<file path="config.mk">
export PLATFORM = sky130hd
export DESIGN_NAME = calendar_fields_to_epoch_seconds
export DESIGN_NICKNAME = d
export VERILOG_FILES = /design/src/rtl/calf_pkg.sv /design/src/rtl/calf_date.sv /design/src/rtl/calf_time.sv /design/src/rtl/calendar_fields_to_epoch_seconds.sv
export SDC_FILE = /design/constraint.sdc
export NUM_CORES = 1
export LEC_CHECK = 0
export ABC_AREA = 1
export ABC_CLOCK_PERIOD_IN_PS = 7160
export BUFFER_PORTS_ARGS = -buffer_cell sky130_fd_sc_hd__clkbuf_2
export CORE_UTILIZATION = 49
export DETAILED_ROUTE_END_ITERATION = 10
export HOLD_SLACK_MARGIN = 0.12
export PLACE_DENSITY_LB_ADDON = 0.12
export RECOVER_POWER = 25
export SYNTH_ARGS = -nofsm -noshare
export SYNTH_HDL_FRONTEND = slang
export SYNTH_SLANG_ARGS = --single-unit
</file>
<file path="constraint.sdc">
create_clock -name i_clk -period 7.16 [get_ports i_clk]
set_input_delay 0.358 -clock i_clk [delete_from_list [all_inputs] [get_ports i_clk]]
set_output_delay 0.358 -clock i_clk [all_outputs]
set_load 0.05 [all_outputs]
</file>
<file path="src/rtl/calf_pkg.sv">
`default_nettype none

package calf_pkg;

    localparam int YEAR_LOW  = 69;
    localparam int YEAR_HIGH = 139;

    localparam int DAYS_W  = 18;
    localparam int HOURS_W = 22;
    localparam int MINS_W  = 28;
    localparam int PROD_W  = 34;
    localparam int SUM_W   = 35;

    localparam logic signed [31:0] DST_SECONDS = 32'sd3600;

    typedef struct packed {
        logic valid;
        logic err;
        logic dst;
    } t_ctl;

    // Days before the first of each month, minus one.
    function automatic logic signed [9:0] month_start(input logic [3:0] month);
        logic signed [9:0] md;
        case (month)
            4'd0:    md = -10'sd1;
            4'd1:    md = 10'sd30;
            4'd2:    md = 10'sd58;
            4'd3:    md = 10'sd89;
            4'd4:    md = 10'sd119;
            4'd5:    md = 10'sd150;
            4'd6:    md = 10'sd180;
            4'd7:    md = 10'sd211;
            4'd8:    md = 10'sd242;
            4'd9:    md = 10'sd272;
            4'd10:   md = 10'sd303;
            4'd11:   md = 10'sd333;
            4'd12:   md = 10'sd364;
            default: md = 10'sd0;
        endcase
        return md;
    endfunction

endpackage

`default_nettype wire

</file>
<file path="src/rtl/calf_date.sv">
`default_nettype none

module calf_date (
    input  wire                                  i_clk,
    input  wire                                  i_rst_n,
    input  wire                                  i_valid,
    input  wire  [7:0]                           i_years_since_1900,
    input  wire  signed [7:0]                    i_month_index,
    input  wire  signed [10:0]                   i_day_of_month,
    input  wire  signed [10:0]                   i_hour_value,
    input  wire  signed [12:0]                   i_minute_value,
    input  wire  signed [12:0]                   i_second_value,
    input  wire                                  i_dst_active,
    output calf_pkg::t_ctl                       o_ctl,
    output logic signed [calf_pkg::DAYS_W-1:0]   o_days,
    output logic signed [10:0]                   o_hour,
    output logic signed [12:0]                   o_minute,
    output logic signed [12:0]                   o_second
);
    import calf_pkg::*;

    logic signed [9:0] month_off;
    logic [8:0]        month_pos;
    logic [17:0]       recip_prod;
    logic [4:0]        quot_off;
    logic [8:0]        quot_x12;
    logic [8:0]        month_rem;
    logic signed [9:0] year_fold;
    logic              n_err1;

    t_ctl              r_ctl1;
    logic [7:0]        r_year;
    logic [3:0]        r_month;
    logic signed [10:0] r_day;
    logic signed [10:0] r_hour1;
    logic signed [12:0] r_minute1;
    logic signed [12:0] r_second1;

    logic signed [DAYS_W-1:0] yy;
    logic signed [DAYS_W-1:0] n_days;
    logic                     leap_add;

    t_ctl                     r_ctl2;
    logic signed [DAYS_W-1:0] r_days;
    logic signed [10:0]       r_hour2;
    logic signed [12:0]       r_minute2;
    logic signed [12:0]       r_second2;

    // Floor division of the month by 12 through a reciprocal multiply on an offset value.
    always_comb begin
        month_off  = 10'(i_month_index) + 10'sd132;
        month_pos  = month_off[8:0];
        recip_prod = 18'(month_pos) * 18'd171;
        quot_off   = recip_prod[15:11];
        quot_x12   = 9'(quot_off) * 9'd12;
        month_rem  = month_pos - quot_x12;
        year_fold  = signed'({2'b00, i_years_since_1900}) + signed'({5'b00000, quot_off})
                     - 10'sd11;
        n_err1     = (i_years_since_1900 < 8'(YEAR_LOW)) ||
                     (i_years_since_1900 > 8'(YEAR_HIGH)) ||
                     (year_fold < 10'(YEAR_LOW)) || (year_fold > 10'(YEAR_HIGH));
    end

    always_comb begin
        yy       = signed'(DAYS_W'(r_year));
        leap_add = (r_year[1:0] == 2'b00) && (r_month > 4'd1);
        n_days   = (yy - DAYS_W'(70)) * DAYS_W'(365) + ((yy - DAYS_W'(1)) >>> 2)
                   - DAYS_W'(17) + DAYS_W'(month_start(r_month))
                   + DAYS_W'(leap_add) + DAYS_W'(r_day);
    end

    always_ff @(posedge i_clk) begin
        if (!i_rst_n) begin
            r_ctl1.valid <= 1'b0;
            r_ctl2.valid <= 1'b0;
        end else begin
            r_ctl1.valid <= i_valid;
            r_ctl2.valid <= r_ctl1.valid;
        end

        r_ctl1.err <= n_err1;
        r_ctl1.dst <= i_dst_active;
        r_year     <= year_fold[7:0];
        r_month    <= month_rem[3:0];
        r_day      <= i_day_of_month;
        r_hour1    <= i_hour_value;
        r_minute1  <= i_minute_value;
        r_second1  <= i_second_value;

        r_ctl2.err <= r_ctl1.err || (n_days < 0);
        r_ctl2.dst <= r_ctl1.dst;
        r_days     <= n_days;
        r_hour2    <= r_hour1;
        r_minute2  <= r_minute1;
        r_second2  <= r_second1;
    end

    assign o_ctl    = r_ctl2;
    assign o_days   = r_days;
    assign o_hour   = r_hour2;
    assign o_minute = r_minute2;
    assign o_second = r_second2;

endmodule

`default_nettype wire

</file>
<file path="src/rtl/calf_time.sv">
`default_nettype none

module calf_time (
    input  wire                                  i_clk,
    input  wire                                  i_rst_n,
    input  calf_pkg::t_ctl                       i_ctl,
    input  wire  signed [calf_pkg::DAYS_W-1:0]   i_days,
    input  wire  signed [10:0]                   i_hour,
    input  wire  signed [12:0]                   i_minute,
    input  wire  signed [12:0]                   i_second,
    output calf_pkg::t_ctl                       o_ctl,
    output logic signed [calf_pkg::PROD_W-1:0]   o_prod,
    output logic signed [12:0]                   o_second
);
    import calf_pkg::*;

    t_ctl                      r_ctl3;
    t_ctl                      r_ctl4;
    t_ctl                      r_ctl5;
    logic signed [HOURS_W-1:0] r_hours;
    logic signed [MINS_W-1:0]  r_mins;
    logic signed [PROD_W-1:0]  r_prod;
    logic signed [12:0]        r_minute3;
    logic signed [12:0]        r_second3;
    logic signed [12:0]        r_second4;
    logic signed [12:0]        r_second5;

    logic signed [HOURS_W-1:0] n_hours;
    logic signed [MINS_W-1:0]  n_mins;
    logic signed [PROD_W-1:0]  n_prod;

    always_comb begin
        n_hours = HOURS_W'(i_days) * HOURS_W'(24) + HOURS_W'(i_hour);
        n_mins  = MINS_W'(r_hours) * MINS_W'(60) + MINS_W'(r_minute3);
        n_prod  = PROD_W'(r_mins) * PROD_W'(60);
    end

    always_ff @(posedge i_clk) begin
        if (!i_rst_n) begin
            r_ctl3.valid <= 1'b0;
            r_ctl4.valid <= 1'b0;
            r_ctl5.valid <= 1'b0;
        end else begin
            r_ctl3.valid <= i_ctl.valid;
            r_ctl4.valid <= r_ctl3.valid;
            r_ctl5.valid <= r_ctl4.valid;
        end

        r_ctl3.err <= i_ctl.err;
        r_ctl3.dst <= i_ctl.dst;
        r_ctl4.err <= r_ctl3.err;
        r_ctl4.dst <= r_ctl3.dst;
        r_ctl5.err <= r_ctl4.err;
        r_ctl5.dst <= r_ctl4.dst;
        r_hours    <= n_hours;
        r_mins     <= n_mins;
        r_prod     <= n_prod;
        r_minute3  <= i_minute;
        r_second3  <= i_second;
        r_second4  <= r_second3;
        r_second5  <= r_second4;
    end

    assign o_ctl    = r_ctl5;
    assign o_prod   = r_prod;
    assign o_second = r_second5;

endmodule

`default_nettype wire

</file>
<file path="src/rtl/calendar_fields_to_epoch_seconds.sv">
// Converts broken-down calendar fields to signed 32-bit seconds since 1970-01-01 with an
// error flag. The block is a six-stage pipeline with no stalls: busy is always low, a word
// may be started on every clock, and its result is shown on o_strobe once it has passed
// through the date, time and output registers, in start order. The receiver must take each
// result in the cycle it is shown. On error o_epoch_seconds reads -1; a valid conversion
// may also give -1.
`default_nettype none

module calendar_fields_to_epoch_seconds (
    input  wire                 i_clk,
    input  wire                 i_rst_n,
    input  wire                 start,
    output logic                busy,
    input  wire  [7:0]          i_years_since_1900,
    input  wire  signed [7:0]   i_month_index,
    input  wire  signed [10:0]  i_day_of_month,
    input  wire  signed [10:0]  i_hour_value,
    input  wire  signed [12:0]  i_minute_value,
    input  wire  signed [12:0]  i_second_value,
    input  wire                 i_dst_active,
    output logic                o_strobe,
    output logic signed [31:0]  o_epoch_seconds,
    output logic                o_error
);
    import calf_pkg::*;

    t_ctl                     date_ctl;
    logic signed [DAYS_W-1:0] date_days;
    logic signed [10:0]       date_hour;
    logic signed [12:0]       date_minute;
    logic signed [12:0]       date_second;

    t_ctl                     time_ctl;
    logic signed [PROD_W-1:0] time_prod;
    logic signed [12:0]       time_second;

    logic signed [SUM_W-1:0]  sum;
    logic                     ovf;
    logic                     n_error;
    logic signed [31:0]       n_epoch;

    logic                     r_strobe;
    logic signed [31:0]       r_epoch;
    logic                     r_error;

    calf_date u_date (
        .i_clk              (i_clk),
        .i_rst_n            (i_rst_n),
        .i_valid            (start && !busy),
        .i_years_since_1900 (i_years_since_1900),
        .i_month_index      (i_month_index),
        .i_day_of_month     (i_day_of_month),
        .i_hour_value       (i_hour_value),
        .i_minute_value     (i_minute_value),
        .i_second_value     (i_second_value),
        .i_dst_active       (i_dst_active),
        .o_ctl              (date_ctl),
        .o_days             (date_days),
        .o_hour             (date_hour),
        .o_minute           (date_minute),
        .o_second           (date_second)
    );

    calf_time u_time (
        .i_clk    (i_clk),
        .i_rst_n  (i_rst_n),
        .i_ctl    (date_ctl),
        .i_days   (date_days),
        .i_hour   (date_hour),
        .i_minute (date_minute),
        .i_second (date_second),
        .o_ctl    (time_ctl),
        .o_prod   (time_prod),
        .o_second (time_second)
    );

    always_comb begin
        sum     = SUM_W'(time_prod) + SUM_W'(time_second);
        ovf     = (time_prod > PROD_W'(32'sh7FFF_FFFF)) || (time_prod < PROD_W'(32'sh8000_0000))
                  || (sum > SUM_W'(32'sh7FFF_FFFF)) || (sum < SUM_W'(32'sh8000_0000));
        n_error = time_ctl.err || ovf;
        if (n_error) begin
            n_epoch = -32'sd1;
        end else if (time_ctl.dst) begin
            n_epoch = sum[31:0] - DST_SECONDS;
        end else begin
            n_epoch = sum[31:0];
        end
    end

    always_ff @(posedge i_clk) begin
        if (!i_rst_n) begin
            r_strobe <= 1'b0;
        end else begin
            r_strobe <= time_ctl.valid;
        end
    end

    always_ff @(posedge i_clk) begin
        r_epoch <= n_epoch;
        r_error <= n_error;
    end

    assign busy            = 1'b0;
    assign o_strobe        = r_strobe;
    assign o_epoch_seconds = r_epoch;
    assign o_error         = r_error;

endmodule

`default_nettype wire

</file>
==> results of run 1 <==
-- through the flow --
stage,hold slack (ns),cells,util,worst slack [ns],cell area [um2]
2_1_floorplan,0.310,2839,-,1.22,23800
3_3_place_gp,0.310,3545,0.523,0.845,25000
3_5_place_dp,0.312,3545,0.523,0.708,25000
4_1_cts,0.139,3660,0.561,0.626,26800
5_1_grt,0.173,3660,0.561,0.136,26800
6_report,0.170,3660,0.561,0.650,26800
-- sequential cells by signal, indices dropped and copies added, names as in the netlist, 18 cells and up, named ones only --
| register | count |
|---|---|
| u_date.o_days | 18 |
| u_time.r_hours | 22 |
| u_time.o_prod | 32 |
| u_time.r_mins | 28 |
| o_epoch_seconds | 32 |
-- cells by family after synthesis --
logic type,Yosys count
simple gates,842
buf+inv,610
other cells,1
xor+xnor,211
compound gates,357
flops,307
fa+ha+maj,511
-- cell type report --
cell class	count	area [um2]	area share
multi-input cells	1922	15300	0.572
flip-flops and latches	307	6150	0.229
inverters	600	2250	0.0839
repair buffers	154	1040	0.0386
clock inverters	22	335	0.0125
well taps	615	769	0.0287
clock buffers	40	956	0.0356
-- synthesized netlist by cell type, types with 31 or more instances --
library cell	n
nand2_1	443
fa_1	187
nor2_1	156
ha_1	324
xnor2_1	69
xor2_1	140
nand4_1	31
a21oi_1	193
o21ai_0	85
inv_1	598
dfxtp_1	307
nand3_1	122
-- worst reg2reg max path: stages (launching register included) --
cell	delay, ns
dfxtp_1	0.37
inv_1	0.32
ha_1	0.29
nand3_1	0.14
nor3_1	0.25
inv_1	0.07
nor3_1	0.38
fa_1	0.56
fa_1	0.70
inv_1	0.18
fa_1	0.51
fa_1	0.49
inv_1	0.06
fa_1	0.47
ha_1	0.36
nand2_1	0.09
nor2_1	0.15
nand2_1	0.08
o2111ai_1	0.19
a31oi_1	0.20
xnor2_1	0.20
inv_1	0.06
or2_2	0.26
-- metal layers --
metal | vias to the layer above | track usage | share of wire
li1 | 9338 | - | -
met1 | 8419 | 0.257 | 0.46
met2 | 202 | 0.383 | 0.49
met3 | 50 | 0.0227 | 0.029
met4 | 0 | 0.0538 | 0.021
met5 | - | 0 | 0
-- worst max path at each step --
stage                                start               to  slack, ns  depth (start not counted)
after detailed placement  u_date.r_year[1]  u_date.o_ctl[1]       0.71                         20
after CTS                 u_date.r_year[1]  u_date.o_ctl[1]       0.63                         22
after floorplan           u_date.r_year[1]  u_date.o_ctl[1]       1.22                         20
after global placement    u_date.r_year[1]  u_date.o_ctl[1]       0.84                         20
after global routing      u_date.r_year[1]  u_date.o_ctl[1]       0.14                         22
final                     u_date.r_year[1]  u_date.o_ctl[1]       0.65                         22
-- what timing repair did --
item	4_1_cts	5_1_grt
buffers inserted	0	0
hold buffers	53	0
hold endpoints to repair	56	0
==> results.toml, run 1 <==
[status]
status = "finished, final reports clean"

[logic_synthesis]
ys_types = 51
synthCells = 2839
synthAdderAreaFrac = 0.327
syn-cell-area_um2 = 23800
syn_avg_cell_area_um2 = 8.39
syn_nets = 3418
synth_seq_cells = 307
synth_top_cell_by_area = "dfxtp_1"
yosys_most_used_dff = "dfxtp_1"
synth-compound-area-share = 0.0836
synth-simple-area-share = 0.154
ys_async_sr_fraction = 0
yosys-top-cells-area = "dfxtp_1, ha_1, fa_1"
synth_top_area_frac = 0.258
synth_mux_area_frac = 0
synthXorXnorAreaFrac = 0.0785
ys_warn_count = 0
synth_edf_count = 0
synth_top_family_by_area = "adder cells"
ys_seq_area_frac = 0.258

[timing]
rsz0062_at_grt = "no"
min_period_over_period = 0.909
slew_viol_final = 0
period_needed_ns = 6.51
tns_ns = 0
worstMarginPinSlew_ns = 0.912
max_freq_ghz = 0.154
fin_skew_ns = 0.0289
max_slew_margin = 0.390
hold_viol = 0
finalSetupViolations = 0

[routing]
first_pass_iters = 5
viasPerCell = 4.92
drtIter0Drc = 627
routed_wl_mm = 49.4
vias = 18009
ant_nets = 0
remaining_drc_errors = 0
avgRoutedWirePerCell_um = 13.5

[global_routing]
grt_first_pass_wirelength_mm = 85.6
track_usage = 0.208
antenna_found_initial = 0
grt_max_degree = 34
grt_pass1_vias = 18692
grt-ovfl-total = 0

[final_layout]
num_antenna_cells = 0
num-fill-cells = 4490
final_cell_mix = "inv_1, nand2_1, ha_1"
area_delta_synth_final_pct = 12.6
layout_commonest_cell = "inv_1"
drive_gt1_frac = 0.0703
nNetsFinal = 3599

[clock_network]
ctsResizeCount = 0
clk_pin_slew_ns = 0.06
cts_buffers = 35
cts_tree = "built"
htreeDepth = 2
clk_latency_ns = 0.56
cts.sinks = 307
clockRootBuffer = "clkbuf_16"
clock_path_buffers = 3

[critical_path]
ff2ff_path_depth = 22
cp-end-kind = "flip-flop"
worstReg2RegEnd = "u_date.o_ctl[1]"
max_stage_delay_ns = 0.70
crit_type = "reg -> reg"
start_kind = "flip-flop"
critical_path.slowest_cell = "fa_1"
cp.buffers_inverters = 5
path_delay_family = "adder cells"
r2r_start = "u_date.r_year[1]"
critPathMaxFanout = 10
crit_chain = "inv_1 -> ha_1 -> nand3_1 -> nor3_1 -> inv_1 -> nor3_1 -> fa_1 -> fa_1 -> inv_1 -> fa_1 -> fa_1 -> inv_1 -> fa_1 -> ha_1 -> nand2_1 -> nor2_1 -> nand2_1 -> o2111ai_1 -> a31oi_1 -> xnor2_1 -> inv_1 -> or2_2"
reg2reg_setup_slack_ns = 0.65
cp.arrival_ns = 6.93
cp.required_ns = 7.58

[floorplan]
die_area_um2 = 49500
ioPinCount = 103
start_util = 0.498
std_cell_rows = 80
die_y_um = 222
core_um2 = 47800
die-width_um = 222

[hold_path]
min_from = "i_month_index[0]"
hold_depth = 2
hold_class = "in -> reg"

[placed_design]
place_congestion = 0.897
hpwlAfterDp_mm = 41.3
portBuffers = 101

[job]
max_cap_violations = 0
Power of run 1 is not shown: default switching activity piles up to over one toggle a cycle in this logic, so the estimate is an artifact.
==> run 2: changes to the inputs <==
- ABC_AREA: 1 -> unset
- SYNTH_HIERARCHICAL: unset -> 1
==> run 2 against run 1 <==
- maximum frequency down 0.68%
- register-to-register slack improved by 0.10 ns
- wire length grew 3.5%
- via count shrank 0.48%
- global-route usage hardly changed
- cell area rose by 2.1%
==> results.toml, run 2 <==
[status]
status = "finished, final reports clean"

[timing]
slew_viol_final = 0
max_slew_margin = 0.395
min_period_over_period = 0.915
period_needed_ns = 6.55
hold_viol = 0
whs_ns = 0.241
max_freq_ghz = 0.153
rsz0062_at_grt = "no"
tns_ns = 0
worstMarginPinSlew_ns = 0.884
fin_skew_ns = 0.0313
finalSetupViolations = 0

[final_layout]
layout_commonest_cell = "inv_1"
area_delta_synth_final_pct = 12.1
nNetsFinal = 3365
drive_gt1_frac = 0.0898
final_cell_mix = "inv_1, ha_1, dfxtp_1"
num_antenna_cells = 0

[logic_synthesis]
syn-cell-area_um2 = 24400
synth_top_area_frac = 0.251
yosys_most_used_dff = "dfxtp_1"
synth_top_cell_by_area = "dfxtp_1"
ys_async_sr_fraction = 0
ys_seq_area_frac = 0.251
synth_edf_count = 0
syn_avg_cell_area_um2 = 9.37
ys_types = 103
yosysMostFrequentCell = "inv_1"
synth_seq_cells = 307
ys_warn_count = 6
yosys-top-cells-area = "dfxtp_1, ha_1, fa_1"
synthTopCellsByCount = "inv_1, ha_1, dfxtp_1"
synthCells = 2609

[clock_network]
clockRootBuffer = "clkbuf_16"
clock_path_buffers = 3
clk_pin_slew_ns = 0.06
cts_buffers = 37
clk_latency_ns = 0.58
cts_tree = "built"
post-cts-setup-buffers = 0
cts.sinks = 307
htreeDepth = 2

[floorplan]
die_y_um = 225
die-width_um = 225
ioPinCount = 103
die_area_um2 = 50800
core_um2 = 49100
start_util = 0.498
std_cell_rows = 81

[critical_path]
crit_chain = "dlygate4sd3_1 -> clkbuf_2 -> ha_1 -> fa_1 -> fa_1 -> inv_1 -> fa_1 -> inv_1 -> ha_1 -> a211oi_1 -> o21ai_0 -> a21o_1 -> a211oi_1 -> o21bai_1 -> xor2_1 -> ha_1 -> ha_1 -> nor2b_1 -> o21a_1 -> o2111a_1 -> a211oi_1 -> o2111a_1 -> o221ai_1"
critPathMaxFanout = 9
cp.arrival_ns = 6.99
max_stage_delay_ns = 0.55
cp.required_ns = 7.60
cp-end-kind = "flip-flop"
start_kind = "input pin"
crit_type = "in -> reg"
worst_path_most_repeated_cell = "ha_1"
critical_path.slowest_cell = "fa_1"

[global_routing]
grt_first_pass_wirelength_mm = 86.8
grt_pass1_vias = 18581
grt_max_degree = 34
antenna_found_initial = 0
track_usage = 0.208
grt-ovfl-total = 0

[placed_design]
place_congestion = 0.856
hpwlAfterDp_mm = 41.9
portBuffers = 101

[routing]
routed_wl_mm = 51.1
ant_nets = 0
avgRoutedWirePerCell_um = 14.8
drtIter0Drc = 636
vias = 17923
first_pass_iters = 7
viasPerCell = 5.18
remaining_drc_errors = 0

[job]
max_cap_violations = 0

[hold_path]
hold_class = "in -> reg"
-- run 2: changes by cell type in the layout (fill, tap and decap cells not counted), moves of 20 or more --
cell and delta:
xnor2_1 +60, nor2_1 -44, a21oi_1 -57, xor2_1 -70
inv_1 -154, nand2b_1 +22, a21o_1 +69, nand3_1 -78
and3_1 +21, or3_1 +20, nand2_1 -300, nor2b_1 +22
ha_1 +34
-- run 2: cells by family after synthesis --
group | Yosys count | share of synthesized area
and+or+nand+nor | 549 | 0.116
adders and majority gates | 531 | 0.325
AOI/OAI and AO/OA | 521 | 0.153
buffers and inverters | 486 | 0.0768
DFF | 307 | 0.251
xor gates and xnor gates | 201 | 0.0726
muxes | 12 | 0.00502
other | 2 | 0.000307
-- run 2: final cells by class --
class                      count  area [um2]
clock buffer                  45         996
clock inverter                22         274
fill                        4553       21700
inverter                     445        1670
multi-input combinational   1817       16400
sequential                   307        6150
tap                          664         831
timing repair buffer         158        1070
-- run 2: path summary, 6_finish.rpt --
path	startpoint	slack, ns	endpoint	cells after the start
setup / recovery	i_month_index[1]	0.61	u_date/r_ctl1[1]	23
hold / removal	i_years_since_1900[0]	0.24	u_date/r_year[0]	4
setup reg to reg	u_date/r_year[1]	0.75	u_date/o_days[16]	20
hold reg to reg	u_date/r_hour1[4]	0.32	u_date/o_hour[4]	0
-- run 2: worst max-delay path: cells and delay by family --
family                     cells  cell delay [ns]
xor gates and xnor gates       1             0.16
buffers and inverters          4             0.85
adders and majority gates      7             2.86
and+or+nand+nor                1             0.15
AOI/OAI and AO/OA             10             2.62
-- run 2: metrics by stage --
step / setup slack (ns) / util / cells / cell area, um2
after floorplan: 0.948 / - / 2610 / 24400
after global placement: 0.313 / 0.522 / 3338 / 25600
after detailed placement: 0.125 / 0.522 / 3338 / 25600
after CTS: 0.680 / 0.559 / 3458 / 27400
after global routing: 0.225 / 0.559 / 3458 / 27400
final: 0.605 / 0.559 / 3458 / 27400
-- run 2: what timing repair did --
action / in CTS / in global routing
endpoints found under the hold margin: 56 / 0
hold buffers: 53 / 0
gates resized for setup: 0 / 0
-- run 2: metal layers --
metal	vias to the layer above	part of all wire	routed length, um	global-route usage
li1	9147	-	-	-
met1	8475	0.42	21500	0.235
met2	233	0.53	27100	0.403
met3	68	0.027	1410	0.0286
met4	0	0.022	1120	0.0573
met5	-	0	0	0
Power of run 2 is left out for the same reason.
==> run 3: changes to the inputs <==
- PLACE_DENSITY: unset -> 0.78
- PLACE_DENSITY_LB_ADDON: 0.12 -> unset
- SETUP_SLACK_MARGIN: unset -> 0.15
==> run 3 against run 2 <==
- cell count is essentially flat
- utilization shrank 0.074 points
- maximum frequency grew 1.6%
- sequential share of layout area is essentially flat
- register-to-register slack gained 0.08 ns
- cell area shrank 0.13%
- critical path type unchanged
==> results.toml, run 3 (synthesized netlist as in run 2, its figures left out) <==
[status]
status = "finished, final reports clean"

[placed_design]
dpl-instance-area_um2 = 25600
hpwlAfterDp_mm = 42.7
place_congestion = 0.924
portBuffers = 101

[routing]
first_pass_iters = 7
avgRoutedWirePerCell_um = 15.5
viasPerCell = 5.31
ant_nets = 0
routed_wl_mm = 53.6
drtIter0Drc = 742
remaining_drc_errors = 0
vias = 18331

[critical_path]
crit_type = "in -> reg"
start_kind = "input pin"
reg2reg_setup_slack_ns = 0.83
cp.arrival_ns = 6.87
cp.required_ns = 7.58
critPathMaxFanout = 9
cp-end-kind = "flip-flop"

[clock_network]
cts_buffers = 36
cts_tree = "built"
clock_path_buffers = 3
clk_latency_ns = 0.58
htreeDepth = 2
cts.sinks = 307
clk_pin_slew_ns = 0.06
clockRootBuffer = "clkbuf_16"
post-cts-setup-buffers = 0

[floorplan]
die_y_um = 225
start_util = 0.498
std_cell_rows = 81
ioPinCount = 103
die_area_um2 = 50800
core_um2 = 49100
die-width_um = 225

[hold_path]
hold_class = "in -> reg"

[final_layout]
num-fill-cells = 4331
drive_gt1_frac = 0.0896
layout_commonest_cell = "inv_1"
final_cell_mix = "inv_1, ha_1, dfxtp_1"
num_antenna_cells = 0
design_area_um2 = 27400
nNetsFinal = 3363
area_delta_synth_final_pct = 12.0

[global_routing]
grt-ovfl-total = 0
grt_max_degree = 34
grt_first_pass_wirelength_mm = 90.4
grt_pass1_vias = 19273
track_usage = 0.217
antenna_found_initial = 0

[timing]
max_freq_ghz = 0.155
hold_viol = 0
finalSetupViolations = 0
rsz0062_at_grt = "no"
worstMarginPinSlew_ns = 0.925
slew_viol_final = 0
max_slew_margin = 0.377
fin_skew_ns = 0.0402
period_needed_ns = 6.45
tns_ns = 0
min_period_over_period = 0.901

[job]
max_cap_violations = 0
-- run 3: repair_timing --
| action | in CTS | in global routing |
|---|---|---|
| hold buffers | 53 | 0 |
| endpoints found under the hold margin | 56 | 0 |
| endpoints found under the setup margin | 0 | 1 |
| resized for setup | 0 | 1 |
-- run 3: final cells by class --
class,count,area (um2),share of cell area
multi-input cells,1817,16400,0.600
flip-flops and latches,307,6150,0.225
inverters,445,1670,0.0610
repair buffers,157,1060,0.0387
clock buffers,44,991,0.0362
well taps,664,831,0.0304
clock inverters,21,250,0.00914
-- run 3: path summary, 6_finish.rpt --
kind                                to  cells past startpoint             startpoint
setup / recovery      u_date/r_ctl1[1]                     23       i_month_index[1]
hold reg to reg   u_time/r_second4[12]                      0   u_time/r_second3[12]
setup reg to reg       u_date/o_ctl[1]                     20       u_date/r_year[1]
hold / removal        u_date/r_year[0]                      4  i_years_since_1900[0]
-- run 3: through the flow --
stage,setup slack (ns),instances,hold slack (ns),utilization
finish,0.710,3455,0.215,0.558
global route,0.247,3455,0.222,0.558
CTS,0.715,3455,0.183,0.558
detailed placement,0.217,3337,0.312,0.522
global placement,0.394,3337,0.310,0.522
floorplan,0.948,2610,0.310,-
-- run 3: routing by layer --
metal  GRT usage  wire, um  up-vias  part of all wire
met5           0         0        -                 0
met4      0.0718      1470        0             0.027
met3      0.0280      1630       89             0.030
met2       0.423     29100      298              0.54
met1       0.238     21400     8822              0.40
li1            -         -     9122                 -
-- run 3: critical path, stage by stage --
cell	delay, ns
dlygate4sd3_1	0.53
clkbuf_2	0.21
ha_1	0.38
fa_1	0.49
fa_1	0.55
inv_1	0.05
fa_1	0.53
inv_1	0.04
ha_1	0.29
a211oi_1	0.39
o21ai_0	0.21
a21o_1	0.25
a211oi_1	0.39
o21bai_1	0.14
xor2_1	0.16
ha_1	0.28
ha_1	0.33
nor2b_1	0.14
o21a_1	0.19
o2111a_1	0.24
a211oi_1	0.35
o2111a_1	0.24
o221ai_1	0.09
Power of run 3 is left out for the same reason.
